==> config.mk <==
export PLATFORM = sky130hd
export DESIGN_NAME = rtts_div
export DESIGN_NICKNAME = d
export VERILOG_FILES = /design/src/design/rtts_pkg.sv /design/src/design/rtts_div.sv
export SDC_FILE = /design/constraint.sdc
export NUM_CORES = 1
export LEC_CHECK = 0
export BUFFER_PORTS_ARGS = -buffer_cell sky130_fd_sc_hd__buf_2
export CAP_MARGIN = 20
export CORE_MARGIN = 8
export CORE_UTILIZATION = 25
export CTS_CLUSTER_DIAMETER = 30
export DETAILED_ROUTE_END_ITERATION = 6
export PLACE_DENSITY = 0.48
export SLEW_MARGIN = 20
export SYNTH_ARGS = -nofsm -noshare
export SYNTH_HDL_FRONTEND = slang
export SYNTH_SLANG_ARGS = --single-unit
==> constraint.sdc <==
create_clock -name clk -period 5.37 [get_ports clk]
set_clock_uncertainty 0.2 [all_clocks]
set_input_delay 0.8055 -clock clk [delete_from_list [all_inputs] [get_ports clk]]
set_output_delay 0.8055 -clock clk [all_outputs]
set_load 0.005 [all_outputs]
==> src/design/rtts_pkg.sv <==
`timescale 1ns / 1ps
// shared types and constants for the round-trip time statistics block
package rtts_pkg;

	localparam int SAMPLE_DEPTH_DEF = 128;
	localparam int RTT_W = 24;
	localparam int CNT_W = 32;
	localparam int SUM_W = 56;
	localparam int LOSS_W = 14;
	localparam int ACC_W = 64;
	localparam logic [CNT_W-1:0] CNT_MAX = '1;
	localparam logic [13:0] LOSS_SCALE = 14'd10000;

	typedef enum logic [1:0] {
		FUNC_ADD    = 2'd0,
		FUNC_LOSS   = 2'd1,
		FUNC_CLEAR  = 2'd2,
		FUNC_REPORT = 2'd3
	} func_t;

	typedef enum logic [3:0] {
		ST_IDLE,
		ST_CLEAR,
		ST_AVG,
		ST_LOSS,
		ST_SCAN,
		ST_SQ,
		ST_VAR,
		ST_SQRT,
		ST_DONE
	} state_t;

	// divider control between sequencer and divider unit
	typedef struct packed {
		logic             start;
		logic [ACC_W-1:0] dividend;
		logic [CNT_W-1:0] divisor;
	} div_req_t;

	typedef struct packed {
		logic             done;
		logic [ACC_W-1:0] quotient;
	} div_rsp_t;

endpackage

==> src/design/rtts_div.sv <==
`timescale 1ns / 1ps
// restoring radix-2 divider, one quotient bit per cycle
module rtts_div
	import rtts_pkg::*;
(
	input  logic     clk,
	input  logic     arst_n,
	input  div_req_t req,
	output div_rsp_t rsp
);

	localparam int CW = $clog2(ACC_W + 1);

	logic [ACC_W-1:0] quo_q;
	logic [CNT_W:0]   rem_q;
	logic [CNT_W-1:0] den_q;
	logic [CW-1:0]    cnt_q;
	logic             busy_q;
	logic             done_q;
	logic [CNT_W:0]   trial;
	logic             ge;

	always_comb begin
		trial = {rem_q[CNT_W-1:0], quo_q[ACC_W-1]};
		ge    = trial >= {1'b0, den_q};
	end

	always_ff @(posedge clk or negedge arst_n) begin
		if (!arst_n) begin
			busy_q <= 1'b0;
			done_q <= 1'b0;
			cnt_q  <= '0;
		end else begin
			done_q <= 1'b0;
			if (req.start) begin
				busy_q <= 1'b1;
				cnt_q  <= CW'(ACC_W);
			end else if (busy_q) begin
				cnt_q <= cnt_q - 1'b1;
				if (cnt_q == CW'(1)) begin
					busy_q <= 1'b0;
					done_q <= 1'b1;
				end
			end
		end
	end

	always_ff @(posedge clk) begin
		if (req.start) begin
			quo_q <= req.dividend;
			rem_q <= '0;
			den_q <= req.divisor;
		end else if (busy_q) begin
			quo_q <= {quo_q[ACC_W-2:0], ge};
			rem_q <= ge ? trial - {1'b0, den_q} : trial;
		end
	end

	assign rsp.done     = done_q;
	assign rsp.quotient = quo_q;

endmodule

# Yosys cells after proc, flatten, opt, wreduce, memory -nomap -nowiden
# Cells that the tools add are included.
[word_totals] regBits=137 latchBits=0 ramBits=0 rom_bits=0 wordCells=22 mem_count=0
[op_classes] add_sub_neg=2 n_mul=0 div=0 order_cmp=1 n_eq_ne=1 shift=0 mux=11 bitwise=0 reduce_logical=1
[ops] cell="two-way mux 64 bit" n=2
[ops] cell="greater-or-equal comparator 33 x 32 -> 1 bit" n=1
[ops] cell="two-way mux 32 bit" n=1
[ops] cell="subtractor 32 bit" n=1
[ops] cell="two-way mux 7 bit" n=2
[ops] cell="equality test 7 x 1 -> 1 bit, second input constant" n=1
[ops] cell="subtractor 7 x 1 -> 7 bit, second input constant" n=1
[ops] cell="two-way mux 1 bit" n=6
[ops] cell="nonzero test 2 bit" n=1

# Longest topological paths before layout
# Gate-level depths: netlist of the first run.
[depth] depth_word=4 depth_mapped=14

# Worst setup path after synthesis of the first run
# OpenSTA, ideal clock, no wires.
[synth_timing] path_kind="register -> register" start="register quo_q[63]" end="register rem_q[30]" setup_time_ps=78 t_arrival_ps=2981 t_required_ps=5092 slack_ps=2111 stages_incl_launch_ff=14 synth_period_minus_slack_ps=3259 cell_sequence="edfxtp_1 -> inv_1 -> ha_1 -> inv_1 -> fa_1 -> a21o_1 -> a221oi_1 -> nor3b_1 -> nor4_1 -> o31ai_1 -> a221o_1 -> xnor2_1 -> o211a_1 -> nor3_1"
[synth_via] elab_chain_len=2
[synth_lines] item="start, declared" line="rtts_div.sv:14" rtl="logic [ACC_W-1:0] quo_q;"
[synth_lines] item="start signal, assigned" line="rtts_div.sv:50" rtl="quo_q <= req.dividend;"
[synth_lines] item="start signal, assigned" line="rtts_div.sv:54" rtl="quo_q <= {quo_q[ACC_W-2:0], ge};"
[synth_lines] item="subtractor 32 bit or greater-or-equal comparator 33 x 32 -> 1 bit (tied branches)" line="rtts_div.sv:55, rtts_div.sv:25"
[synth_lines] item="two-way mux 32 bit (*)" line="rtts_div.sv:55" rtl="rem_q <= ge ? trial - {1'b0, den_q} : trial;"
[synth_lines] item="end signal, assigned" line="rtts_div.sv:55"
[synth_lines] item="end, declared" line="rtts_div.sv:15" rtl="logic [CNT_W:0] rem_q;"
# Every way passes the cells marked *; elsewhere a longest branch is shown, timed or not.
# A chain may end at the register's enable or synchronous reset.

# Final worst setup path of the first run
# Ends and elaborated chain as after synthesis.

==> summary.md, run 1 <==
| Metric | Value |
|---|---|
| Die width | `188 um` |
| Proportion of layout cells with a drive suffix above 1 | `0.333` |
| Cts repair resizes | `0` |
| Finished Layout Cells | `1,218` |
| Library cell occupying the most area in the post-synthesis netlist | `sky130_fd_sc_hd__edfxtp_1` |
| Minimum clock period after layout | `3.76 ns` |
| Required arrival time at the worst endpoint | `5.52 ns` |
| Number of hold violations in the final report | `0` |
| I/O Buffers | `163` |
| Final routed wirelength across all metal layers | `19,400 um` |
| DRC violations left | `0` |
| Placement Rows | `63` |
| Die height | `188 um` |
| Flop-to-flop setup slack | `1.61 ns` |
| Post-synthesis average cell area | `11.2 sq um` |
| Count of state elements after synthesis | `137` |
| First-pass GRT wire length | `31,500 um` |
| Number of I/O pins | `164` |
| Combinational share of power | `0.381` |
| Worst slew slack as a fraction of its limit | `0.466` |
| Yosys warnings | `0` |
| Final Util | `0.312` |
| NumNets Final | `948` |
| Finish-stage setup viols | `0` |
| Setup fix buffers added after clock tree synthesis | `0` |
| Startpoint kind of the worst setup timing path | `flip-flop` |
| Distinct cells, synth | `63` |
| Mapped Area | `7400 sq um` |
| Total negative slack for setup checks | `0 ns` |
| GR met2 Demand/Resource | `0.169` |
| Area added between synthesis and finish | `23.8%` |
| Power Dens Cells | `471 nW/um^2` |
| TritonCTS clock tree | `yes` |
| Pins over their slew limit | `0` |
| Placeable core region | `29,400 sq um` |
| Power spent charging and discharging nets | `0.00156 W` |
| Vias after detailed routing | `5,485` |
| Via count of the first global-routing pass | `5,776` |
| Gpl congestion | `0.765` |
| Result of the run | `finished, final reports clean` |
| Area share of the largest cell type after synthesis | `0.390` |
| Worst Setup End Kind | `flip-flop` |
| Most used flip-flop cell after synthesis | `sky130_fd_sc_hd__edfxtp_1` |
| Most repeated cell in the gate-level netlist after synthesis | `sky130_fd_sc_hd__edfxtp_1` |
| IR drop worst, VDD | `0.000233 V` |
| Count of flip-flops with a built-in enable after synthesis | `96` |
| Clk Tree Root Cell | `sky130_fd_sc_hd__clkbuf_16` |
| Clock buffers created by TritonCTS | `17` |
| Net Count, Synth | `793` |
| Total routing usage reported by global routing | `0.112` |
| Design internal power | `0.00276 W` |
| Sequential share of the synthesized area | `0.507` |
| Cells taking the most area after synthesis | `sky130_fd_sc_hd__edfxtp_1 39%, sky130_fd_sc_hd__mux2_2 9.7%, sky130_fd_sc_hd__dfxtp_1 8.7%` |
| Met1 usage | `0.136` |
| Pin count of the biggest net entering global routing | `75` |
| Clk pwr share | `0.268` |
| Final worst-path setup slack | `1.61 ns` |
| Async set or reset register ratio after synthesis | `0.0657` |
| Total clock sinks | `137` |
| Max-Cap Viols | `0` |
| Min-Delay Path Class | `flip-flop to flip-flop` |
| H-Tree Level Count | `4` |
| DPL Wire Length | `14,100 um` |
| Antenna violations before repair | `2` |
| Violation count after the first detailed-routing iteration | `277` |
| Effective utilization at floorplan | `0.252` |
| Drt wl/cell | `15.9 um` |
| Maximum buffer depth of the clock tree | `2` |
| Share of total power consumed by net switching | `0.361` |
| Routing usage on met3 | `0.0578` |
| Share of power burned in registers | `0.351` |
| ANT nets after route | `0` |
| Most used standard cells in the synthesized netlist | `96 x sky130_fd_sc_hd__edfxtp_1, 66 x sky130_fd_sc_hd__nor2_1, 64 x sky130_fd_sc_hd__mux2_2` |
| Part of the cycle the worst path needs | `0.700` |
| Worst-Skew Late Latency | `0.44 ns` |
| Setup WS pre-CTS | `1.65 ns` |
| Achievable frequency | `266 MHz` |
| Tightest Pin Transition | `0.801 ns` |
| P_leak | `3.92 nW` |
| Full die area | `35,400 sq um` |
| Total placed cells including tap cells | `1,184` |
| Critical Path AT | `3.91 ns` |
| Number of cells produced by synthesis | `659` |
| Largest driver fanout on the critical path | `4` |
| Setup repair after global routing missed its margin | `no` |
| CTS clock-pin slew for the worst setup and hold paths | `0.06 ns` |
| Layer with the highest usage | `met2` |
| CP Class | `flip-flop to flip-flop` |
| Residual overflow from global routing | `0` |
| Via-to-Cell Ratio | `4.50` |
| Number of search-and-repair iterations in the first detailed-routing pass | `6` |
-- routing by layer --
layer  part of all wire  up-vias
met5             0.0011        -
met4              0.011        4
met3              0.096       18
met2               0.44      160
met1               0.45     2565
li1                   -     2738
-- flip-flops by register name, summed over array words and instances, names as in the netlist --
name / flops
quo_q: 64
den_q: 32
rem_q: 32
cnt_q: 7
busy_q: 1
done_q: 1
-- path summary, 6_finish.rpt --
path,start,to,cells past startpoint
setup / recovery,quo_q[63],rem_q[30],13
hold / removal,rem_q[27],rem_q[27],2
setup reg to reg,quo_q[63],rem_q[30],13
hold reg to reg,rem_q[27],rem_q[27],2
max in group asynchronous,arst_n,busy_q,2
min in group asynchronous,arst_n,cnt_q[5],2
-- repair_timing --
| action | CTS | global route |
|---|---|---|
| hold buffers | 1 | 0 |
| endpoints found under the hold margin | 9 | 0 |
| setup endpoints to repair | 0 | 0 |
-- placed cells by master (no fill, tap or decap), drive strengths merged, types with 6 or more instances in the layout --
| cell type | instances |
|---|---|
| dfrtp | 9 |
| dfxtp | 32 |
| clkbuf | 19 |
| edfxtp | 96 |
| nor2 | 67 |
| nor3 | 9 |
| xor2 | 14 |
| a21oi | 50 |
| o21ai | 19 |
| a21o | 7 |
| inv | 55 |
| buf | 169 |
| xnor2 | 18 |
| mux2i | 16 |
| nand3 | 6 |
| ha | 34 |
| mux2 | 65 |
| a211oi | 33 |
| and3 | 6 |
| nand2 | 25 |
-- stage by stage --
stage          hold WS, ns  power [W]  cell area, sq um
3_3_place_gp         0.290    0.00319              8580
5_1_grt              0.308    0.00466              9160
6_report             0.305    0.00432              9160
4_1_cts              0.299    0.00440              9160
2_1_floorplan        0.268    0.00281              7400
3_5_place_dp         0.295    0.00319              8580
-- critical path: stages (launching register included) --
cell	delay, ns
sky130_fd_sc_hd__edfxtp_1	0.41
sky130_fd_sc_hd__inv_1	0.08
sky130_fd_sc_hd__ha_1	0.15
sky130_fd_sc_hd__inv_1	0.05
sky130_fd_sc_hd__fa_1	0.40
sky130_fd_sc_hd__a21o_1	0.22
sky130_fd_sc_hd__a221oi_1	0.55
sky130_fd_sc_hd__nor3b_1	0.12
sky130_fd_sc_hd__nor4_1	0.39
sky130_fd_sc_hd__o31ai_1	0.22
sky130_fd_sc_hd__a221o_1	0.40
sky130_fd_sc_hd__xnor2_1	0.12
sky130_fd_sc_hd__o211a_1	0.20
sky130_fd_sc_hd__nor3_1	0.15
-- cell families after synthesis --
logic type / synth area share
AOI/OAI and AO/OA: 0.135
adders and majority gates: 0.0602
DFF: 0.507
and+or+nand+nor: 0.0928
buffers and inverters: 0.0475
muxes: 0.121
xor gates and xnor gates: 0.0379
-- final cells by class --
cell class	instances	area (sq um)
fillers	3051	20200
flip-flops and latches	137	3750
multi-input cells	441	3300
repair buffers	170	877
well taps	390	488
clock buffers	19	433
inverters	47	176
clock inverters	13	131
diodes	1	2.50
-- power groups by stage --
stage | logic, W | registers (W) | clock network [W]
2_1_floorplan | 0.00131 | 0.00150 | 0
3_3_place_gp | 0.00166 | 0.00153 | 0
3_5_place_dp | 0.00166 | 0.00153 | 0
4_1_cts | 0.00167 | 0.00152 | 0.00121
5_1_grt | 0.00188 | 0.00155 | 0.00124
6_report | 0.00165 | 0.00151 | 0.00116
No activity file was read; power rests on OpenSTA's default activity.
==> run 2: changes to the inputs <==
- clock period: 5.37 -> 3.55 ns (I/O delays scaled with it)
==> summary.md, run 2 (synthesis results as in run 1) <==
| Metric | Value |
|---|---|
| Result of the run | `finished, final reports clean` |
| Gpl congestion | `0.775` |
| Number of I/O pins | `164` |
| Largest driver fanout on the critical path | `3` |
| Residual overflow from global routing | `0` |
| DPL Wire Length | `14,400 um` |
| ANT nets after route | `0` |
| CP Class | `flip-flop to flip-flop` |
| Routing usage on met3 | `0.0553` |
| Finish-stage setup viols | `0` |
| Placeable core region | `29,400 sq um` |
| Power spent charging and discharging nets | `0.00240 W` |
| Clock buffers created by TritonCTS | `17` |
| Pins over their slew limit | `0` |
| Critical Path AT | `3.50 ns` |
| Vias after detailed routing | `5,463` |
| Layer with the highest usage | `met2` |
| Count of inserted antenna diode cells | `0` |
| Leading cell type in the layout, fill and taps excluded | `sky130_fd_sc_hd__buf_2` |
| Drt wl/cell | `16.2 um` |
| Startpoint kind of the worst setup timing path | `flip-flop` |
| Total routing usage reported by global routing | `0.112` |
| Part of the cycle the worst path needs | `0.943` |
| Design internal power | `0.00439 W` |
| Pin count of the biggest net entering global routing | `72` |
| Flip-flop count of the largest register, all copies and words added | `64` |
| Antenna violations before repair | `4` |
| Number of filler cells placed in the layout | `3,065` |
| Violation count after the first detailed-routing iteration | `225` |
| Total clock sinks | `137` |
| Finished Layout Cells | `1,223` |
| Registers with the most flip-flops | `quo_q x64, den_q x32, rem_q x32` |
| I/O Buffers | `163` |
| IR drop worst, VDD | `0.000339 V` |
| TritonCTS clock tree | `yes` |
| Worst-path cell with the longest stage delay | `sky130_fd_sc_hd__edfxtp_1` |
| Cell breakdown of the critical path | `inv_1, ha_1, inv_1, fa_1, a21o_1, a221oi_2, nor3b_1, nor4_1, o31ai_1, a221o_1, xnor2_1, o211a_1, nor3_1` |
| Number of hold violations in the final report | `0` |
| Proportion of layout cells with a drive suffix above 1 | `0.341` |
| Required arrival time at the worst endpoint | `3.70 ns` |
| Maximum buffer depth of the clock tree | `2` |
| Number of search-and-repair iterations in the first detailed-routing pass | `4` |
| Min-Delay Path Class | `primary input to flip-flop` |
| Total placed cells including tap cells | `1,190` |
| Minimum clock period after layout | `3.35 ns` |
| Die width | `188 um` |
| Setup repair after global routing missed its margin | `no` |
| Worst-Skew Late Latency | `0.43 ns` |
| Via count of the first global-routing pass | `5,909` |
| Achievable frequency | `299 MHz` |
| Combinational share of power | `0.382` |
| Worst slew slack as a fraction of its limit | `0.510` |
| Post-Place Cell Area | `8670 sq um` |
| Share of total power consumed by net switching | `0.354` |
| Power Dens Cells | `731 nW/um^2` |
| H-Tree Level Count | `4` |
| NumNets Final | `954` |
| Kind of cell adding the most delay to the critical path | `compound AO/OA/AOI/OAI gates` |
| DRC violations left | `0` |
| Number of buffer and inverter stages on the critical path | `2` |
| Total negative slack for setup checks | `0 ns` |
| Slowest stage delay, CP | `0.42 ns` |
| Final routed wirelength across all metal layers | `19,800 um` |
| Flop-to-flop setup slack | `0.20 ns` |
| Worst Setup End Kind | `flip-flop` |
| Full die area | `35,400 sq um` |
| Leading cell types in the layout, fill and taps excluded | `162 x sky130_fd_sc_hd__buf_2, 96 x sky130_fd_sc_hd__edfxtp_1, 66 x sky130_fd_sc_hd__nor2_1` |
| Clk Tree Root Cell | `sky130_fd_sc_hd__clkbuf_16` |
| Max-Cap Viols | `0` |
| First-pass GRT wire length | `31,600 um` |
| Die height | `188 um` |
| Clk pwr share | `0.281` |
| P_leak | `4.00 nW` |
| Largest register by flop count | `quo_q` |
| Hold WS | `0.0766 ns` |
| Share of power burned in registers | `0.337` |
| Effective utilization at floorplan | `0.252` |
| Met1 usage | `0.133` |
| Summed area of non-filler cells in the final layout | `9300 sq um` |
| Placement Rows | `63` |
| GR met2 Demand/Resource | `0.176` |
| Area added between synthesis and finish | `25.6%` |
| CTS clock-pin slew for the worst setup and hold paths | `0.07 ns` |
| Tightest Pin Transition | `0.734 ns` |
| Most frequent CP cell | `sky130_fd_sc_hd__inv_1` |
| Via-to-Cell Ratio | `4.47` |
## run 2: cell types whose count changed in the layout (fill, tap and decap cells not counted), sizes merged
cell | before | now
inv | 55 | 54
buf | 169 | 175
bufinv | 1 | 3
diode | 1 | 0
clkbuf | 19 | 18
clkinvlp | 3 | 2
clkinv | 1 | 2
## run 2: final cells by class
| type | instances | area, sq um | area share |
|---|---|---|---|
| inverter | 47 | 176 | 0.0190 |
| clock inverter | 14 | 183 | 0.0196 |
| sequential | 137 | 3750 | 0.403 |
| multi-input combinational | 441 | 3310 | 0.356 |
| clock buffer | 18 | 429 | 0.0462 |
| tap | 390 | 488 | 0.0525 |
| timing repair buffer | 176 | 960 | 0.103 |
## run 2: power by group through the flow
stage | registers (W) | logic [W] | clock network, W
detailed placement | 0.00232 | 0.00260 | 0
global placement | 0.00232 | 0.00261 | 0
floorplan | 0.00227 | 0.00198 | 0
CTS | 0.00230 | 0.00262 | 0.00198
finish | 0.00229 | 0.00260 | 0.00191
global route | 0.00233 | 0.00293 | 0.00203
## run 2: stage by stage
step | setup slack (ns) | util | power [W]
after floorplan | 0.291 | - | 0.00425
after global placement | 0.184 | 0.295 | 0.00493
after global routing | 0.0562 | 0.316 | 0.00730
after CTS | 0.0899 | 0.316 | 0.00690
after detailed placement | 0.108 | 0.295 | 0.00492
final | 0.201 | 0.316 | 0.00679
## run 2: repair_timing
| item | CTS | global route |
|---|---|---|
| hold endpoints to repair | 9 | 0 |
| resized for setup | 0 | 2 |
| hold buffers | 1 | 0 |
| setup buffers | 0 | 0 |
| endpoints found under the setup margin | 0 | 3 |
## run 2: path summary, 6_finish.rpt
path	start	to	cells after the start
min reg2reg	rem_q[30]	rem_q[30]	2
max	quo_q[63]	rem_q[30]	13
min	req[27]	den_q[27]	1
max in group asynchronous	arst_n	busy_q	2
max reg2reg	quo_q[63]	rem_q[30]	13
min in group asynchronous	arst_n	done_q	2
## run 2: layer usage
layer | wire, um | vias up
met1 | 8840 | 2537
li1 | - | 2742
met2 | 9000 | 160
met4 | 197 | 6
met3 | 1760 | 18
met5 | 40 | -
==> run 3: changes to the inputs <==
- BUFFER_PORTS_ARGS: -buffer_cell sky130_fd_sc_hd__buf_2 -> -buffer_cell sky130_fd_sc_hd__buf_4
- PLACE_DENSITY: 0.48 -> 0.49
- clock period: 3.55 -> 3 ns (I/O delays scaled with it)
==> summary.md, run 3 (synthesis results as in run 1) <==
| Metric | Value |
|---|---|
| Result of the run | `finished, violations left` |
| Violations in the final reports | `setup timing` |
| IR drop worst, VDD | `0.000456 V` |
| Minimum clock period after layout | `3.12 ns` |
| NumNets Final | `1,039` |
| Setup WS pre-CTS | `-0.233 ns` |
| ANT nets after route | `0` |
| Multi-input combinational cell area | `3520 sq um` |
| Pins over their slew limit | `0` |
| Proportion of layout cells with a drive suffix above 1 | `0.403` |
| Startpoint of the most critical hold path | `req[71]` |
| Final routed wirelength across all metal layers | `21,300 um` |
| Effective utilization at floorplan | `0.252` |
| Min-Delay Path Class | `primary input to flip-flop` |
| Leading cell types in the layout, fill and taps excluded | `218 x sky130_fd_sc_hd__buf_4, 96 x sky130_fd_sc_hd__edfxtp_1, 66 x sky130_fd_sc_hd__nor2_1` |
| Gpl congestion | `0.800` |
| Worst-Skew Late Latency | `0.44 ns` |
| Number of hold violations in the final report | `0` |
| DPL Wire Length | `15,300 um` |
| Part of the cycle the worst path needs | `1.04` |
| Registers with the most flip-flops | `quo_q x64, den_q x32, rem_q x32` |
| Pin count of the biggest net entering global routing | `65` |
| Worst slew slack as a fraction of its limit | `0.703` |
| Largest driver fanout on the critical path | `3` |
| Worst Setup End Kind | `flip-flop` |
| Violation count after the first detailed-routing iteration | `253` |
| Flip-flop count of the largest register, all copies and words added | `64` |
| Antenna violations before repair | `0` |
| Finished Layout Cells | `1,308` |
| Startpoint kind of the worst setup timing path | `flip-flop` |
| Die width | `188 um` |
| Maximum buffer depth of the clock tree | `2` |
| Tightest Pin Transition | `0.445 ns` |
| Via-to-Cell Ratio | `4.49` |
| Achievable frequency | `320 MHz` |
| Clock buffers created by TritonCTS | `17` |
| Placeable core region | `29,400 sq um` |
| Count of inserted antenna diode cells | `0` |
| Largest register by flop count | `quo_q` |
| Storage cell area | `3750 sq um` |
| Critical Path AT | `3.28 ns` |
| I/O Buffers | `163` |
| DRC violations left | `0` |
| Power Dens Cells | `838 nW/um^2` |
| Leading cell type in the layout, fill and taps excluded | `sky130_fd_sc_hd__buf_4` |
| TritonCTS clock tree | `yes` |
| Total routing usage reported by global routing | `0.119` |
| First-pass GRT wire length | `33,500 um` |
| P_leak | `4.58 nW` |
| Placement Rows | `63` |
| Residual overflow from global routing | `0` |
| Final worst-path setup slack | `-0.121 ns` |
| Drt wl/cell | `16.3 um` |
| Die height | `188 um` |
| Required arrival time at the worst endpoint | `3.16 ns` |
| Via count of the first global-routing pass | `6,247` |
| Total clock sinks | `137` |
| Number of I/O pins | `164` |
| H-Tree Level Count | `4` |
| Critical Path Start | `quo_q[63]` |
| Number of search-and-repair iterations in the first detailed-routing pass | `4` |
| Max-Cap Viols | `0` |
| Finish-stage setup viols | `5` |
| Final Util | `0.362` |
| Full die area | `35,400 sq um` |
| CTS clock-pin slew for the worst setup and hold paths | `0.07 ns` |
| Vias after detailed routing | `5,870` |
| Number of filler cells placed in the layout | `3,020` |
| Area added between synthesis and finish | `44.0%` |
| Total placed cells including tap cells | `1,233` |
| Setup repair after global routing missed its margin | `yes` |
| Reg2reg start | `quo_q[63]` |
| CP Class | `flip-flop to flip-flop` |
| Clk Tree Root Cell | `sky130_fd_sc_hd__clkbuf_16` |
==> run 3: changes by cell type in the layout (fill, tap and decap cells not counted), moves of 7 or more <==
cell	change
sky130_fd_sc_hd__a21oi_1	-7
sky130_fd_sc_hd__a21oi_2	+7
sky130_fd_sc_hd__dlygate4sd3_1	+32
sky130_fd_sc_hd__buf_2	-162
sky130_fd_sc_hd__buf_4	+209
==> run 3: routing by layer <==
layer | routed length, um | share of wire | track usage
met1 | 9330 | 0.44 | 0.139
met2 | 9460 | 0.44 | 0.180
met3 | 2240 | 0.10 | 0.0700
met4 | 282 | 0.013 | 0.0391
met5 | 0 | 0 | 0
==> run 3: through the flow <==
stage                     instance area [sq um]  total power [W]  TNS, ns  hold slack, ns
final                                     10700          0.00893   -0.398           0.112
after detailed placement                   9390          0.00624   -0.633          0.0824
after floorplan                            7410          0.00504        0         -0.0456
after CTS                                 10400          0.00859   -0.271          0.0857
after global routing                      10700          0.00955    -1.97          0.0841
after global placement                     9390          0.00624   -0.197          0.0836
==> run 3: power breakdown <==
| part | internal [W] | switching [W] | total, W |
|---|---|---|---|
| sequential | 0.00244 | 0.000280 | 0.00272 |
| clock | 0.00124 | 0.000952 | 0.00220 |
| combinational | 0.00208 | 0.00193 | 0.00401 |
==> run 3: repair_timing <==
item                                   CTS  global route
gates cloned                             0             2
resized for setup                        6            46
setup buffers                            3             7
hold buffers                            33             0
setup endpoints to repair               18            32
endpoints found under the hold margin   41             0
pin swaps                                8            43
==> run 3: worst max-delay path, stage by stage, from the launching register on <==
cell	delay [ns]
sky130_fd_sc_hd__edfxtp_1	0.40
sky130_fd_sc_hd__inv_1	0.08
sky130_fd_sc_hd__ha_2	0.17
sky130_fd_sc_hd__inv_2	0.04
sky130_fd_sc_hd__fa_2	0.34
sky130_fd_sc_hd__a21o_1	0.21
sky130_fd_sc_hd__a221oi_4	0.31
sky130_fd_sc_hd__nor3b_2	0.09
sky130_fd_sc_hd__nor4_2	0.26
sky130_fd_sc_hd__o31ai_2	0.13
sky130_fd_sc_hd__a221o_1	0.34
sky130_fd_sc_hd__xnor2_1	0.13
sky130_fd_sc_hd__o211a_1	0.21
sky130_fd_sc_hd__nor3_2	0.14
==> run 3: path summary, 6_finish.rpt <==
| path | endpoint | slack, ns | cells past startpoint |
|---|---|---|---|
| min in group asynchronous | done_q | 0.17 | 2 |
| worst max register to register | rem_q[30] | -0.12 | 13 |
| worst min register to register | rem_q[10] | 0.31 | 2 |
| worst min-delay path | quo_q[39] | 0.11 | 2 |
| max in group asynchronous | busy_q | 2.29 | 2 |
| worst max-delay path | rem_q[30] | -0.12 | 13 |
==> run 3: cell type report <==
cell class                      count  share of cell area
Tap cell                          390              0.0458
Timing Repair Buffer              261               0.200
Clock buffer                       17              0.0399
Sequential cell                   137               0.352
Multi-Input combinational cell    441               0.330
Clock inverter                     15              0.0156
Inverter                           47              0.0166
