## src/design/rtts_pkg.sv

```systemverilog
`timescale 1ns / 1ps
// shared types and constants for the round-trip time statistics block
package rtts_pkg;

	localparam int SAMPLE_DEPTH_DEF = 128;
	localparam int RTT_W = 24;
	localparam int CNT_W = 32;
	localparam int SUM_W = 56;
	localparam int LOSS_W = 14;
	localparam int ACC_W = 64;
	localparam logic [CNT_W-1:0] CNT_MAX = '1;
	localparam logic [13:0] LOSS_SCALE = 14'd10000;

	typedef enum logic [1:0] {
		FUNC_ADD    = 2'd0,
		FUNC_LOSS   = 2'd1,
		FUNC_CLEAR  = 2'd2,
		FUNC_REPORT = 2'd3
	} func_t;

	typedef enum logic [3:0] {
		ST_IDLE,
		ST_CLEAR,
		ST_AVG,
		ST_LOSS,
		ST_SCAN,
		ST_SQ,
		ST_VAR,
		ST_SQRT,
		ST_DONE
	} state_t;

	// divider control between sequencer and divider unit
	typedef struct packed {
		logic             start;
		logic [ACC_W-1:0] dividend;
		logic [CNT_W-1:0] divisor;
	} div_req_t;

	typedef struct packed {
		logic             done;
		logic [ACC_W-1:0] quotient;
	} div_rsp_t;

endpackage

```

## src/design/rtts_sqrt.sv

```systemverilog
`timescale 1ns / 1ps
// bitwise integer square root, two radicand bits per cycle
module rtts_sqrt
	import rtts_pkg::*;
(
	input  logic             clk,
	input  logic             arst_n,
	input  logic             start,
	input  logic [ACC_W-1:0] radicand,
	output logic             done,
	output logic [RTT_W-1:0] root
);

	localparam int RW = ACC_W / 2;
	localparam int CW = $clog2(RW + 1);

	logic [ACC_W-1:0] v_q;
	logic [ACC_W-1:0] res_q;
	logic [ACC_W-1:0] bit_q;
	logic [CW-1:0]    cnt_q;
	logic             busy_q;
	logic             done_q;
	logic [ACC_W-1:0] tst;

	assign tst = res_q + bit_q;

	always_ff @(posedge clk or negedge arst_n) begin
		if (!arst_n) begin
			busy_q <= 1'b0;
			done_q <= 1'b0;
			cnt_q  <= '0;
		end else begin
			done_q <= 1'b0;
			if (start) begin
				busy_q <= 1'b1;
				cnt_q  <= CW'(RW);
			end else if (busy_q) begin
				cnt_q <= cnt_q - 1'b1;
				if (cnt_q == CW'(1)) begin
					busy_q <= 1'b0;
					done_q <= 1'b1;
				end
			end
		end
	end

	// leading zero skip is unnecessary: steps with bit above v fail the compare
	always_ff @(posedge clk) begin
		if (start) begin
			v_q   <= radicand;
			res_q <= '0;
			bit_q <= ACC_W'(1) << (ACC_W - 2);
		end else if (busy_q) begin
			if (v_q >= tst) begin
				v_q   <= v_q - tst;
				res_q <= (res_q >> 1) + bit_q;
			end else begin
				res_q <= res_q >> 1;
			end
			bit_q <= bit_q >> 2;
		end
	end

	assign done = done_q;
	assign root = res_q[RTT_W-1:0];

endmodule

```

## config.mk

```make
export PLATFORM = sky130hd
export DESIGN_NAME = rtts_sqrt
export DESIGN_NICKNAME = d
export VERILOG_FILES = /design/src/design/rtts_pkg.sv /design/src/design/rtts_sqrt.sv
export SDC_FILE = /design/constraint.sdc
export NUM_CORES = 1
export LEC_CHECK = 0
export BUFFER_PORTS_ARGS = -buffer_cell sky130_fd_sc_hd__buf_2
export CORE_AREA = 2 2 232 234
export DETAILED_ROUTE_END_ITERATION = 16
export DIE_AREA = 0 0 234 236
export PLACE_DENSITY = 0.42
export SYNTH_ARGS = -nofsm -noshare
export SYNTH_HDL_FRONTEND = slang
export SYNTH_SLANG_ARGS = --single-unit
export TNS_END_PERCENT = 10
```

## constraint.sdc

```tcl
create_clock -name clk -period 12.2 [get_ports clk]
set_clock_uncertainty 0.15 [all_clocks]
set_input_delay 1.22 -clock clk [delete_from_list [all_inputs] [get_ports clk]]
set_output_delay 1.22 -clock clk [all_outputs]
set_load 0.01 [all_outputs]
```

### Word level (Yosys, flattened, before mapping)

Index checks and enable logic that the tools add are counted.
Widths: inputs -> output; s select.

| storage, ports and cells | value |
|---|---|
| register bits after elaboration | 168 |
| bits in read-only memories | 0 |
| bits of input ports | 67 |
| memory bits (writable) | 0 |
| latch bits | 0 |
| memories kept | 0 |
| output and inout port bits | 25 |

| cells by class | value |
|---|---|
| equality and inequality tests | 1 |
| mux-type cells | 12 |
| divide/modulo/power cells | 0 |
| multiply operators | 0 |
| shift-type cells | 0 |
| magnitude comparators | 1 |
| bitwise operators | 0 |
| add/subtract/negate cells | 4 |
| reduce and logical (&&, ||, !) cells | 3 |

Operators by type and width:

| operator | number |
|---|---|
| $mux 64 | 4 |
| $add 63x63->64 | 1 |
| $add 64x63->64 | 1 |
| $ge 64x64->1 | 1 |
| $sub 64x64->64 | 1 |
| $mux 6 | 2 |
| $eq 6x1->1 const B | 1 |
| $mux 1 | 6 |
| $sub 6x1->6 const B | 1 |
| $reduce_bool 2->1 | 2 |
| $reduce_and 2->1 | 1 |

### Logic depth before layout (Yosys ltp)

Gate-level depths: netlist of run 1.

| depth | value |
|---|---|
| depth in word-level cells | 5 |
| gate-level depth with buffers | 26 |
| gate-level depth less buffers | 23 |

### Least setup slack after synthesis of run 1

No wires, ideal clock.

| path | value |
|---|---|
| path kind | register to register |
| start | reg res_q[2] |
| end | reg v_q[0], enable pin |
| data arrival time | 8.931 ns |
| cell stages (with the launch flop) | 24 |
| library setup time | 0.574 ns |
| buffers on the path | 3 |
| clock period less this slack | 9.656 ns |
| slack | 2.544 ns |
| path through | dfxtp_1 > ha_1 > a31oi_1 > o21ai_0 > a21oi_1 > o211ai_1 > a21oi_1 > o21a_1 > o21ai_0 > or2_2 > a31oi_1 > xor2_1 > ha_1 > clkbuf_1 > a21oi_1 > o21bai_1 > a21oi_1 > o21bai_1 > a221o_1 > a31o_2 > o31ai_4 > buf_6 > buf_4 > o21ai_0 |

| between the ends | value |
|---|---|
| word-level cells in the longest chain between the ends | 4 |

Ends and longest elaborated chain:

| element | RTL line | RTL |
|---|---|---|
| start: declaration | rtts_sqrt.sv:18 | `logic [ACC_W-1:0] res_q;` |
| start signal: assignment | rtts_sqrt.sv:56 | `res_q <= (res_q >> 1) + bit_q;` |
| start signal: assignment | rtts_sqrt.sv:58 | `res_q <= res_q >> 1;` |
| $add 64x63->64 | rtts_sqrt.sv:25 | `assign tst = res_q + bit_q;` |
| $ge 64x64->1 | rtts_sqrt.sv:54 | `if (v_q >= tst) begin` |
| $reduce_bool 2->1 (no source line) | - |  |
| $reduce_and 2->1 (no source line) | - |  |
| end signal: assignment | rtts_sqrt.sv:50 | `v_q <= radicand;` |
| end signal: assignment | rtts_sqrt.sv:55 | `v_q <= v_q - tst;` |
| end: declaration | rtts_sqrt.sv:17 | `logic [ACC_W-1:0] v_q;` |

Every way passes these cells.
A chain may end at the register's enable or synchronous reset.

### Worst setup path after layout of run 1

| path | value |
|---|---|
| start | reg res_q[2] |
| end | reg v_q[3], enable pin |

The elaborated chain is that of the path after synthesis.

==> out/results.tsv, run 1 <==
stage	metric	value	unit
finish	stdcell_count	2695	
logic_synthesis	syn_inst	1998	
grt	overflow	0	
grt	grt_usage	0.185	
clock_network	hold_buffers	0	
placement	gp_congestion	0.884	
clock_network	cts_resized	0	
placement	dp_cells	2663	
placement	hpwl	38.8	mm
power_and_ir_drop	power.share.switching	0.475	
finish	fin_nets	2186	
flow_run	max_cap_violations	0	
power_and_ir_drop	power_density	219	nW/um^2
logic_synthesis	synthDistinctLibCells	81	
clock_network	htree_num_levels	4	
setup_path	worst_setup_path_start_kind	register	
setup_path	path_max_fanout	56	
hold_path	min_path_type	register to register	
logic_synthesis	async_reset_ff_frac	0.0476	
die	initial_core_util	0.296	
clock_network	cts_setup_buffers	0	
power_and_ir_drop	power	3.75	mW
power_and_ir_drop	ir_worst_vdd	0.000117	V
finish	syn2layout_area_growth	8.96	%
setup_path	rr_worst_depth	19	
clock_network	clk_pin_slew	0.07	ns
grt	grt_pass1_vias	14200	
setup_path	r2r_slack	4.61	ns
drt	dr.pass1.iters	5	
sta	setup_viol	0	
logic_synthesis	yosysSeqAreaShare	0.257	
drt	initialDrtViolationCount	827	
die	die_w	234	um
sta	fin_ws	4.61	ns
grt	antenna_found_initial	0	
logic_synthesis	synth_area	15700	um^2
die	core.rowCount	85	
power_and_ir_drop	leakage	6.77	nW
clock_network	cts_buffer_depth	2	
drt	postRouteAntennaNets	0	
clock_network	cts_buffers	17	
sta	hold_viol_final	0	
logic_synthesis	ys_seq_elements	168	
drt	routed_via_density	5.39	
grt	grt_pass1_wl	80.4	mm
setup_path	required	12.18	ns
sta	final_max_slew_viol_count	0	
drt	routedWlPerCell	18.7	um
power_and_ir_drop	intPower	1.97	mW
sta	max-slew-margin-rel	0.180	
outcome	outcome	complete, no violations	
placement	dpl_worst_slack	4.56	ns
drt	wl	50.5	mm
clock_network	cts-root-buf	clkbuf_16	
grt	grt_max_degree	158	
die	dieArea	55200	um^2
finish	n_fill_cell	5727	
logic_synthesis	ys.flop_type	dfxtp_1	
logic_synthesis	syn_area_per_cell	7.86	um^2
hold_path	min_from	res_q[0]$_SDFFE_PP0P_	
die	io_pins	92	
power_and_ir_drop	power.switching	1.78	mW
logic_synthesis	synth_edf_count	64	
logic_synthesis	yosysWarnings	0	
power_and_ir_drop	clock_power_share	0.158	
setup_path	r2r-end	v_q[3]$_DFFE_PP_	
clock_network	tritoncts	built	
power_and_ir_drop	comb_power_share	0.594	
sta	grt_setup_unrepaired	no	
setup_path	r2r-start	res_q[2]$_SDFFE_PP0P_	
setup_path	cp-end-kind	register	
finish	antenna_cells	0	
sta	clock.fmax	132	MHz
drt	vias	14500	
sta	period_needed	7.59	ns
sta	whs	0.362	ns
power_and_ir_drop	seq_power_share	0.248	
die	coreArea	53100	um^2
finish	drive_gt1_frac	0.0885	
clock_network	clock_latency	0.49	ns
clock_network	cts.sink_count	168	
setup_path	arrival	7.57	ns
sta	timing.final.crit_share	0.622	
die	die_h	236	um
sta	setup_tns	0	ns
sta	worstMarginPinSlew	1.22	ns
placement	port_buffers	91	
hold_path	holdPathStages	2	
setup_path	path_class	register to register	
drt	drcViolationCount	0	
hold_path	hold_end	res_q[0]$_SDFFE_PP0P_	
logic_synthesis	syn_nets	2198	
[worst max path at each step]
stage	cells after the start	to	from
finish	19	v_q[3]$_DFFE_PP_	res_q[2]$_SDFFE_PP0P_
global route	22	v_q[3]$_DFFE_PP_	res_q[2]$_SDFFE_PP0P_
CTS	22	v_q[3]$_DFFE_PP_	res_q[2]$_SDFFE_PP0P_
detailed placement	22	v_q[0]$_DFFE_PP_	res_q[2]$_SDFFE_PP0P_
global placement	19	v_q[0]$_DFFE_PP_	res_q[2]$_SDFFE_PP0P_
floorplan	23	v_q[0]$_DFFE_PP_	res_q[2]$_SDFFE_PP0P_
[critical path, cell delays in order, from the launching register on]
cell and delay (ns):
dfxtp_1 0.43, ha_1 0.30, a31oi_1 0.36, o21ai_0 0.33, a21oi_1 0.36, o211ai_1 0.25
a21oi_1 0.39, o21a_1 0.35, o21ai_0 0.21, or2_2 0.34, a31oi_1 0.20, xor2_1 0.12
ha_1 0.45, nand4_1 0.33, nor3_1 0.49, a31o_2 0.27, o31ai_4 0.06, buf_4 0.31
o21ai_4 0.79, buf_4 0.59
[final cells by class]
| class | instances | area [um^2] | share of cell area |
|---|---|---|---|
| clock buffer | 24 | 546 | 0.0319 |
| clock inverter | 8 | 78.8 | 0.00461 |
| inverter | 60 | 225 | 0.0132 |
| multi-input combinational | 1639 | 10800 | 0.631 |
| sequential | 168 | 4050 | 0.237 |
| tap | 696 | 871 | 0.0509 |
| timing repair buffer | 100 | 542 | 0.0317 |
[state kept, by name, indices dropped and copies added, names as in the netlist]
| signal | cells |
|---|---|
| bit_q | 32 |
| busy_q | 1 |
| cnt_q | 6 |
| done | 1 |
| res_q | 64 |
| v_q | 64 |
[routing by layer]
layer	up-vias	part of all wire	track usage
met5	-	0	0
met2	268	0.46	0.300
met1	6899	0.48	0.248
met3	49	0.031	0.0270
met4	0	0.025	0.0654
li1	7322	-	-
[per-stage QoR]
stage	instance area, um^2	util
after CTS	17100	0.322
final	17100	0.322
after global routing	17100	0.322
after floorplan	15700	-
after detailed placement	16500	0.311
after global placement	16500	0.311
[power groups by stage]
stage / registers (mW) / logic (mW) / clock network (mW)
finish: 0.929 / 2.22 / 0.593
global route: 0.949 / 2.49 / 0.635
CTS: 0.932 / 2.22 / 0.614
detailed placement: 0.942 / 2.21 / 0
global placement: 0.944 / 2.22 / 0
floorplan: 0.890 / 1.75 / 0
[synth_stat cells, drive strengths merged, types with 5 or more instances]
cell type	number	area [um^2]
a31oi	66	413
nand2	212	796
mux2	7	78.8
o31ai	17	155
buf	42	309
clkbuf	89	335
a21boi	10	75.1
nand4	54	338
o21ai	172	861
a211o	8	70.1
nor3	34	170
nor2b	19	119
a211oi	38	290
nand3	29	145
nor4	9	56.3
o21a	24	180
xnor2	98	858
ha	132	1650
mux2i	50	500
dfrtp	8	200
inv	60	225
nand2b	21	139
nor3b	5	37.5
a31o	18	158
a21oi	141	709
o21bai	36	270
edfxtp	64	1920
o211ai	8	60.1
a311oi	13	114
and3	7	43.8
or3	16	100
nor2	202	758
a21o	44	330
or2	7	43.8
and2	10	62.6
dfxtp	96	1920
a221oi	15	138
xor2	58	508
[kinds of logic after synthesis]
logic type	share of synthesized area
DFF	0.257
xor gates and xnor gates	0.0870
muxes	0.0369
and+or+nand+nor	0.187
AOI/OAI and AO/OA	0.270
adders and majority gates	0.106
buffers and inverters	0.0554
[cells in the final DEF (no fill, tap or decap), types with 9 or more instances in the layout]
cell	instances
nand2_1	212
nor2_1	202
o21ai_0	160
a21oi_1	140
ha_1	132
xnor2_1	98
dfxtp_1	96
buf_2	90
a31oi_1	66
edfxtp_1	64
inv_1	60
xor2_1	58
nand4_1	54
mux2i_1	50
a21o_1	44
a211oi_1	37
o21bai_1	36
nor3_1	34
nand3_1	29
o21a_1	24
nand2b_1	20
clkbuf_16	20
nor2b_1	19
a31o_2	17
or3_1	16
o31ai_1	15
a221oi_1	14
a311oi_1	13
o21ai_1	11
and2_1	10
a21boi_0	10
nor4_1	9
No activity file was read; power rests on OpenSTA's default activity.
==> inputs of run 2 (changes only) <==
- clock period: 12.2 -> 7.6 ns (I/O delays scaled with it)
==> run 2 against run 1 <==
Combinational power rose by 61%. Cell count is 0.48% higher. Register-to-register slack lost 3.8 ns. Via count is 0.61% higher. Wire length increased by 1.3%. Global-route usage is 0.31 points higher. Fmax increased by 11%. Die area unchanged. Worst setup slack lost 3.8 ns. Sequential share of layout area is 0.10 points lower. Clock-buffer cell count down 3. Critical endpoint is now res_q[2]$_SDFFE_PP0P_. Largest cell class unchanged. Highest routed layer is now met5.
==> out/results.tsv, run 2 (synthesized netlist as in run 1, its figures left out) <==
stage	metric	value	unit	change
clock_network	cts-root-buf	clkbuf_16		
sta	setup_tns	0	ns	unchanged
hold_path	min_path_type	register to register		
sta	worstMarginPinSlew	1.03	ns	-0.183 ns
die	coreArea	53100	um^2	unchanged
grt	overflow	0		unchanged
die	die_h	236	um	unchanged
clock_network	cts_buffers	17		unchanged
grt	grt_use_met1	0.248		+0.000336
sta	final_max_slew_viol_count	0		unchanged
sta	max-slew-margin-rel	0.312		+0.132
drt	wl	51.2	mm	+1.3%
die	core.rowCount	85		unchanged
placement	gp_congestion	0.856		-3.1%
sta	grt_setup_unrepaired	no		
sta	clock.fmax	146	MHz	+11%
clock_network	cts_setup_buffers	0		unchanged
clock_network	cts.sink_count	168		unchanged
flow_run	max_cap_violations	0		unchanged
clock_network	cts_buffer_depth	2		unchanged
drt	routed_via_density	5.40		+0.12%
drt	drcViolationCount	0		unchanged
finish	stdcell_count	2708		+0.48%
sta	whs	0.366	ns	+0.00395 ns
drt	routedWlPerCell	18.9	um	+0.84%
power_and_ir_drop	power_density	349	nW/um^2	+60%
drt	initialDrtViolationCount	778		-5.9%
setup_path	path_cells	ha_1 -> a31oi_1 -> o21ai_0 -> a21oi_1 -> o211ai_1 -> a21oi_1 -> o21a_1 -> o21ai_0 -> or2_2 -> a31oi_1 -> xor2_1 -> ha_1 -> a21oi_1 -> o21bai_1 -> a21oi_1 -> o21bai_1 -> a221o_1 -> o31ai_4 -> buf_4 -> mux2_2 -> mux2i_1 -> nor2_1		
setup_path	cp_num_buf_inv	1		-1
grt	grt_pass1_vias	14600		+3.2%
finish	final_cell_mix	nand2_1, nor2_1, o21ai_0		
finish	antenna_cells	0		unchanged
power_and_ir_drop	leakage	6.83	nW	+0.81%
finish	reg_top3	res_q (64), v_q (64), bit_q (32)		
finish	fin_nets	2199		+0.59%
outcome	outcome	complete, no violations		
grt	grt_usage	0.188		+0.00309
die	initial_core_util	0.296		unchanged
clock_network	clk_pin_slew	0.07	ns	about the same
setup_path	arrival	7.03	ns	-0.54 ns
setup_path	crit_family	compound AO/OA/AOI/OAI gates		
setup_path	required	7.80	ns	-4.38 ns
setup_path	critPathSlowestCell	buf_4		
setup_path	cpMostUsedCell	a21oi_1		
drt	postRouteAntennaNets	0		unchanged
sta	timing.final.crit_share	0.899		+0.277
finish	final_common_cell	nand2_1		
sta	period_needed	6.83	ns	-0.754 ns
grt	met2_usage	0.308		+0.00796
sta	hold_viol_final	0		unchanged
power_and_ir_drop	ir_worst_vdd	0.000295	V	+150%
grt	antenna_found_initial	1		+1
clock_network	htree_num_levels	4		unchanged
die	io_pins	92		unchanged
drt	vias	14600		+0.61%
sta	setup_viol	0		unchanged
setup_path	cp-end-kind	register		
clock_network	clock_latency	0.49	ns	about the same
die	die_w	234	um	unchanged
setup_path	path_max_fanout	43		-23%
placement	dpl_cell_area	16600	um^2	+0.55%
clock_network	tritoncts	built		
grt	busiest_layer	met2		
placement	port_buffers	91		unchanged
die	dieArea	55200	um^2	unchanged
grt	grt_max_degree	75		-53%
finish	drive_gt1_frac	0.0939		+0.00539
drt	dr.pass1.iters	5		unchanged
finish	syn2layout_area_growth	9.42	%	
setup_path	max_stage_delay	0.48	ns	-0.31 ns
setup_path	path_class	register to register		
finish	n_fill_cell	5753		+0.45%
setup_path	worst_setup_path_start_kind	register		
finish	postLayoutCellArea	17200	um^2	+0.42%
grt	grt_use_met3	0.0334		+0.00641
placement	hpwl	39.6	mm	+2.2%
grt	grt_pass1_wl	81.4	mm	+1.2%
placement	dp_cells	2675		+0.45%
==> run 2: changes by cell type in the layout (fill, tap and decap cells not counted), moves of 2 or more <==
cell and delta:
buf_4 +12, clkbuf_8 -2, clkinv_2 -3, inv_4 +4, inv_6 +3
==> run 2: final timing paths <==
path | startpoint | end | slack [ns] | cells past startpoint
max | res_q[2]$_SDFFE_PP0P_ | res_q[2]$_SDFFE_PP0P_ | 0.77 | 22
min | cnt_q[4]$_DFFE_PN0P_ | done$_DFF_PN0_ | 0.37 | 1
max reg2reg | res_q[2]$_SDFFE_PP0P_ | res_q[2]$_SDFFE_PP0P_ | 0.77 | 22
min reg2reg | cnt_q[4]$_DFFE_PN0P_ | done$_DFF_PN0_ | 0.37 | 1
max in group asynchronous | arst_n | busy_q$_DFF_PN0_ | 6.61 | 2
min in group asynchronous | arst_n | done$_DFF_PN0_ | 0.49 | 2
==> run 2: stage by stage <==
step / worst slack [ns] / total power [mW] / util
global placement: 0.839 / 5.08 / 0.312
CTS: 0.721 / 6.05 / 0.324
global route: 0.229 / 6.54 / 0.324
detailed placement: 0.770 / 5.08 / 0.312
finish: 0.766 / 6.00 / 0.324
floorplan: 0.913 / 4.21 / -
==> run 2: area by class of cell <==
cell class / count / area (um^2) / area share
clock inverter: 11 / 104 / 0.00604
clock buffer: 21 / 493 / 0.0287
sequential: 168 / 4050 / 0.236
multi-input combinational: 1639 / 10800 / 0.629
tap: 696 / 871 / 0.0507
timing repair buffer: 113 / 642 / 0.0373
inverter: 60 / 225 / 0.0131
==> run 2: timing repair <==
| item | CTS | global route |
|---|---|---|
| hold buffers | 1 | 0 |
| endpoints found under the hold margin | 8 | 0 |
| gates resized for setup | 0 | 0 |
==> run 2: where the power goes <==
group / leakage [nW] / internal [mW] / total (mW) / switching [mW]
clock: 0.300 / 0.503 / 0.939 / 0.436
sequential: 1.54 / 1.29 / 1.48 / 0.192
combinational: 4.99 / 1.35 / 3.58 / 2.23
total: 6.83 / 3.14 / 6.00 / 2.86
==> run 2: worst reg2reg max path, delay by kind of cell, from the launching register on <==
kind	cells	cell delay, ns
compound gates	14	3.90
fa+ha+maj	2	0.66
mux	2	0.53
buf+inv	1	0.49
flops	1	0.44
simple gates	2	0.37
xor+xnor	1	0.18
==> run 2: per-layer routing <==
| layer | vias to the layer above | wire (um) |
|---|---|---|
| met4 | 2 | 1180 |
| met3 | 63 | 1990 |
| met1 | 6890 | 24200 |
| li1 | 7354 | - |
| met2 | 317 | 23800 |
| met5 | - | 13 |
==> inputs of run 3 (changes only) <==
- PLACE_DENSITY: 0.42 -> default
- PLACE_DENSITY_LB_ADDON: default -> 0.25
==> run 3 against run 2 <==
Register-to-register slack improved by 0.08 ns. Die area unchanged. Critical path depth down 1. Worst hold slack lost 0.011 ns.
==> out/results.tsv, run 3 (synthesized netlist as in run 1, its figures left out) <==
stage	metric	value	unit	change
outcome	outcome	complete, no violations		
clock_network	tritoncts	built		
hold_path	min_path_type	register to register		
sta	clock.fmax	148	MHz	+1.2%
finish	reg_top3	res_q (64), v_q (64), bit_q (32)		
grt	overflow	0		unchanged
clock_network	cts_buffer_depth	2		unchanged
sta	final_max_slew_viol_count	0		unchanged
die	dieArea	55200	um^2	unchanged
setup_path	cp-end-kind	register		
setup_path	r2r-end	res_q[2]$_SDFFE_PP0P_		
setup_path	path_max_fanout	79		+84%
drt	wl	48.7	mm	-4.9%
sta	setup_tns	0	ns	unchanged
die	initial_core_util	0.296		unchanged
flow_run	max_cap_violations	0		unchanged
sta	fin_ws	0.847	ns	+0.0807 ns
clock_network	cts_resized	0		unchanged
clock_network	htree_num_levels	4		unchanged
setup_path	critPathLaunch	res_q[2]$_SDFFE_PP0P_		
setup_path	crit_end	res_q[2]$_SDFFE_PP0P_		
clock_network	cts-root-buf	clkbuf_16		
placement	hpwl	37.4	mm	-5.6%
clock_network	clock_latency	0.50	ns	about the same
placement	gp_congestion	0.877		+2.4%
power_and_ir_drop	leakage	6.77	nW	-0.90%
clock_network	clk_pin_slew	0.07	ns	about the same
setup_path	required	7.80	ns	about the same
power_and_ir_drop	power_density	348	nW/um^2	-0.42%
drt	routed_via_density	5.44		+0.72%
sta	period_needed	6.75	ns	-0.0807 ns
grt	grt_usage	0.176		-0.0115
setup_path	r2r_slack	0.85	ns	+0.08 ns
sta	timing.final.crit_share	0.889		-0.0106
drt	routedWlPerCell	18.0	um	-4.7%
finish	final_common_cell	nand2_1		
grt	grt_pass1_wl	77.0	mm	-5.3%
die	io_pins	92		unchanged
drt	postRouteAntennaNets	0		unchanged
sta	hold_viol_final	0		unchanged
drt	vias	14700		+0.49%
sta	max-slew-margin-rel	0.337		+0.0246
power_and_ir_drop	ir_worst_vdd	0.000216	V	-27%
setup_path	rr_worst_depth	21		-4.5%
grt	antenna_found_initial	0		-1
finish	n_fill_cell	5701		-0.90%
sta	setup_viol	0		unchanged
grt	grt_pass1_vias	14000		-4.0%
finish	final_cell_mix	nand2_1, nor2_1, o21ai_0		
die	die_h	236	um	unchanged
clock_network	cts_buffers	17		unchanged
setup_path	path_class	register to register		
finish	ff_latch_area	4050	um^2	unchanged
drt	drcViolationCount	0		unchanged
grt	grt_max_degree	96		+28%
sta	grt_setup_unrepaired	no		
drt	initialDrtViolationCount	1087		+40%
setup_path	r2r-start	res_q[2]$_SDFFE_PP0P_		
die	coreArea	53100	um^2	unchanged
clock_network	cts.sink_count	168		unchanged
setup_path	worst_setup_path_start_kind	register		
die	core.rowCount	85		unchanged
placement	dpl_worst_slack	0.988	ns	+0.218 ns
setup_path	arrival	6.96	ns	-0.07 ns
finish	syn2layout_area_growth	8.95	%	
finish	fin_nets	2192		-0.32%
drt	dr.pass1.iters	5		unchanged
finish	drive_gt1_frac	0.0903		-0.00366
die	die_w	234	um	unchanged
placement	port_buffers	91		unchanged
sta	worstMarginPinSlew	0.983	ns	-0.0494 ns
finish	multi_input_area	10800	um^2	unchanged
==> run 3: cell count changes in the layout (fill, tap and decap cells not counted), sizes merged <==
cell,before,now
clkinv,3,4
clkinvlp,0,2
inv,67,65
diode,0,1
buf,112,105
bufinv,1,0
==> run 3: worst min-delay path by stage <==
stage                               start                    end  slack [ns]  cells after the start
global route                 radicand[41]      v_q[41]$_DFFE_PP_        0.38                      3
detailed placement   cnt_q[4]$_DFFE_PN0P_         done$_DFF_PN0_        0.35                      1
CTS                          radicand[11]      v_q[11]$_DFFE_PP_        0.35                      3
global placement    res_q[0]$_SDFFE_PP0P_  res_q[0]$_SDFFE_PP0P_        0.34                      2
floorplan                          arst_n       busy_q$_DFF_PN0_        0.31                      0
finish              res_q[0]$_SDFFE_PP0P_  res_q[0]$_SDFFE_PP0P_        0.35                      2
==> run 3: power breakdown <==
part / switching [mW] / internal (mW)
registers: 0.193 / 1.29
logic: 2.22 / 1.36
clock network: 0.437 / 0.451
==> run 3: routing by layer <==
layer,GRT usage,vias up,share of wire,routed length (um)
li1,-,7330,-,-
met4,0.0526,0,0.017,812
met2,0.285,343,0.46,22500
met3,0.0294,43,0.047,2310
met5,0,-,0,0
met1,0.239,6982,0.47,23100
==> run 3: timing repair <==
action,4_1_cts,5_1_grt
setup buffers,0,0
hold buffers,1,0
hold endpoints to repair,8,0
setup endpoints to repair,0,0
==> run 3: worst max-delay path: stages, from the launching register on <==
cell and delay, ns:
dfxtp_1 0.37, ha_1 0.36, a31oi_1 0.18, o21ai_0 0.62, a21oi_1 0.26, o211ai_1 0.48, a21oi_1 0.24, o21a_1 0.33
o21ai_0 0.37, a41o_1 0.26, xnor2_1 0.14, ha_1 0.33, a21o_1 0.21, a21o_1 0.19, a21o_1 0.21, o21bai_1 0.16
a221o_1 0.41, o31ai_4 0.39, buf_12 0.35, mux2_2 0.38, mux2i_1 0.13, nor2_1 0.05
==> run 3: cell type report <==
class	count	share of cell area
flip-flops and latches	168	0.237
clock inverters	11	0.00512
well taps	696	0.0509
multi-input cells	1639	0.631
inverters	60	0.0132
repair buffers	106	0.0352
diodes	1	0.000146
clock buffers	21	0.0276
==> run 3: stage by stage <==
| step | instance area [um^2] | hold WS, ns | cells | utilization | total power, mW |
|---|---|---|---|---|---|
| after floorplan | 15700 | 0.314 | 1998 | - | 4.21 |
| after global placement | 16500 | 0.341 | 2668 | 0.312 | 5.01 |
| after detailed placement | 16500 | 0.346 | 2668 | 0.312 | 5.03 |
| after CTS | 17100 | 0.348 | 2701 | 0.322 | 5.96 |
| after global routing | 17100 | 0.375 | 2701 | 0.322 | 6.43 |
| final | 17100 | 0.355 | 2702 | 0.322 | 5.95 |
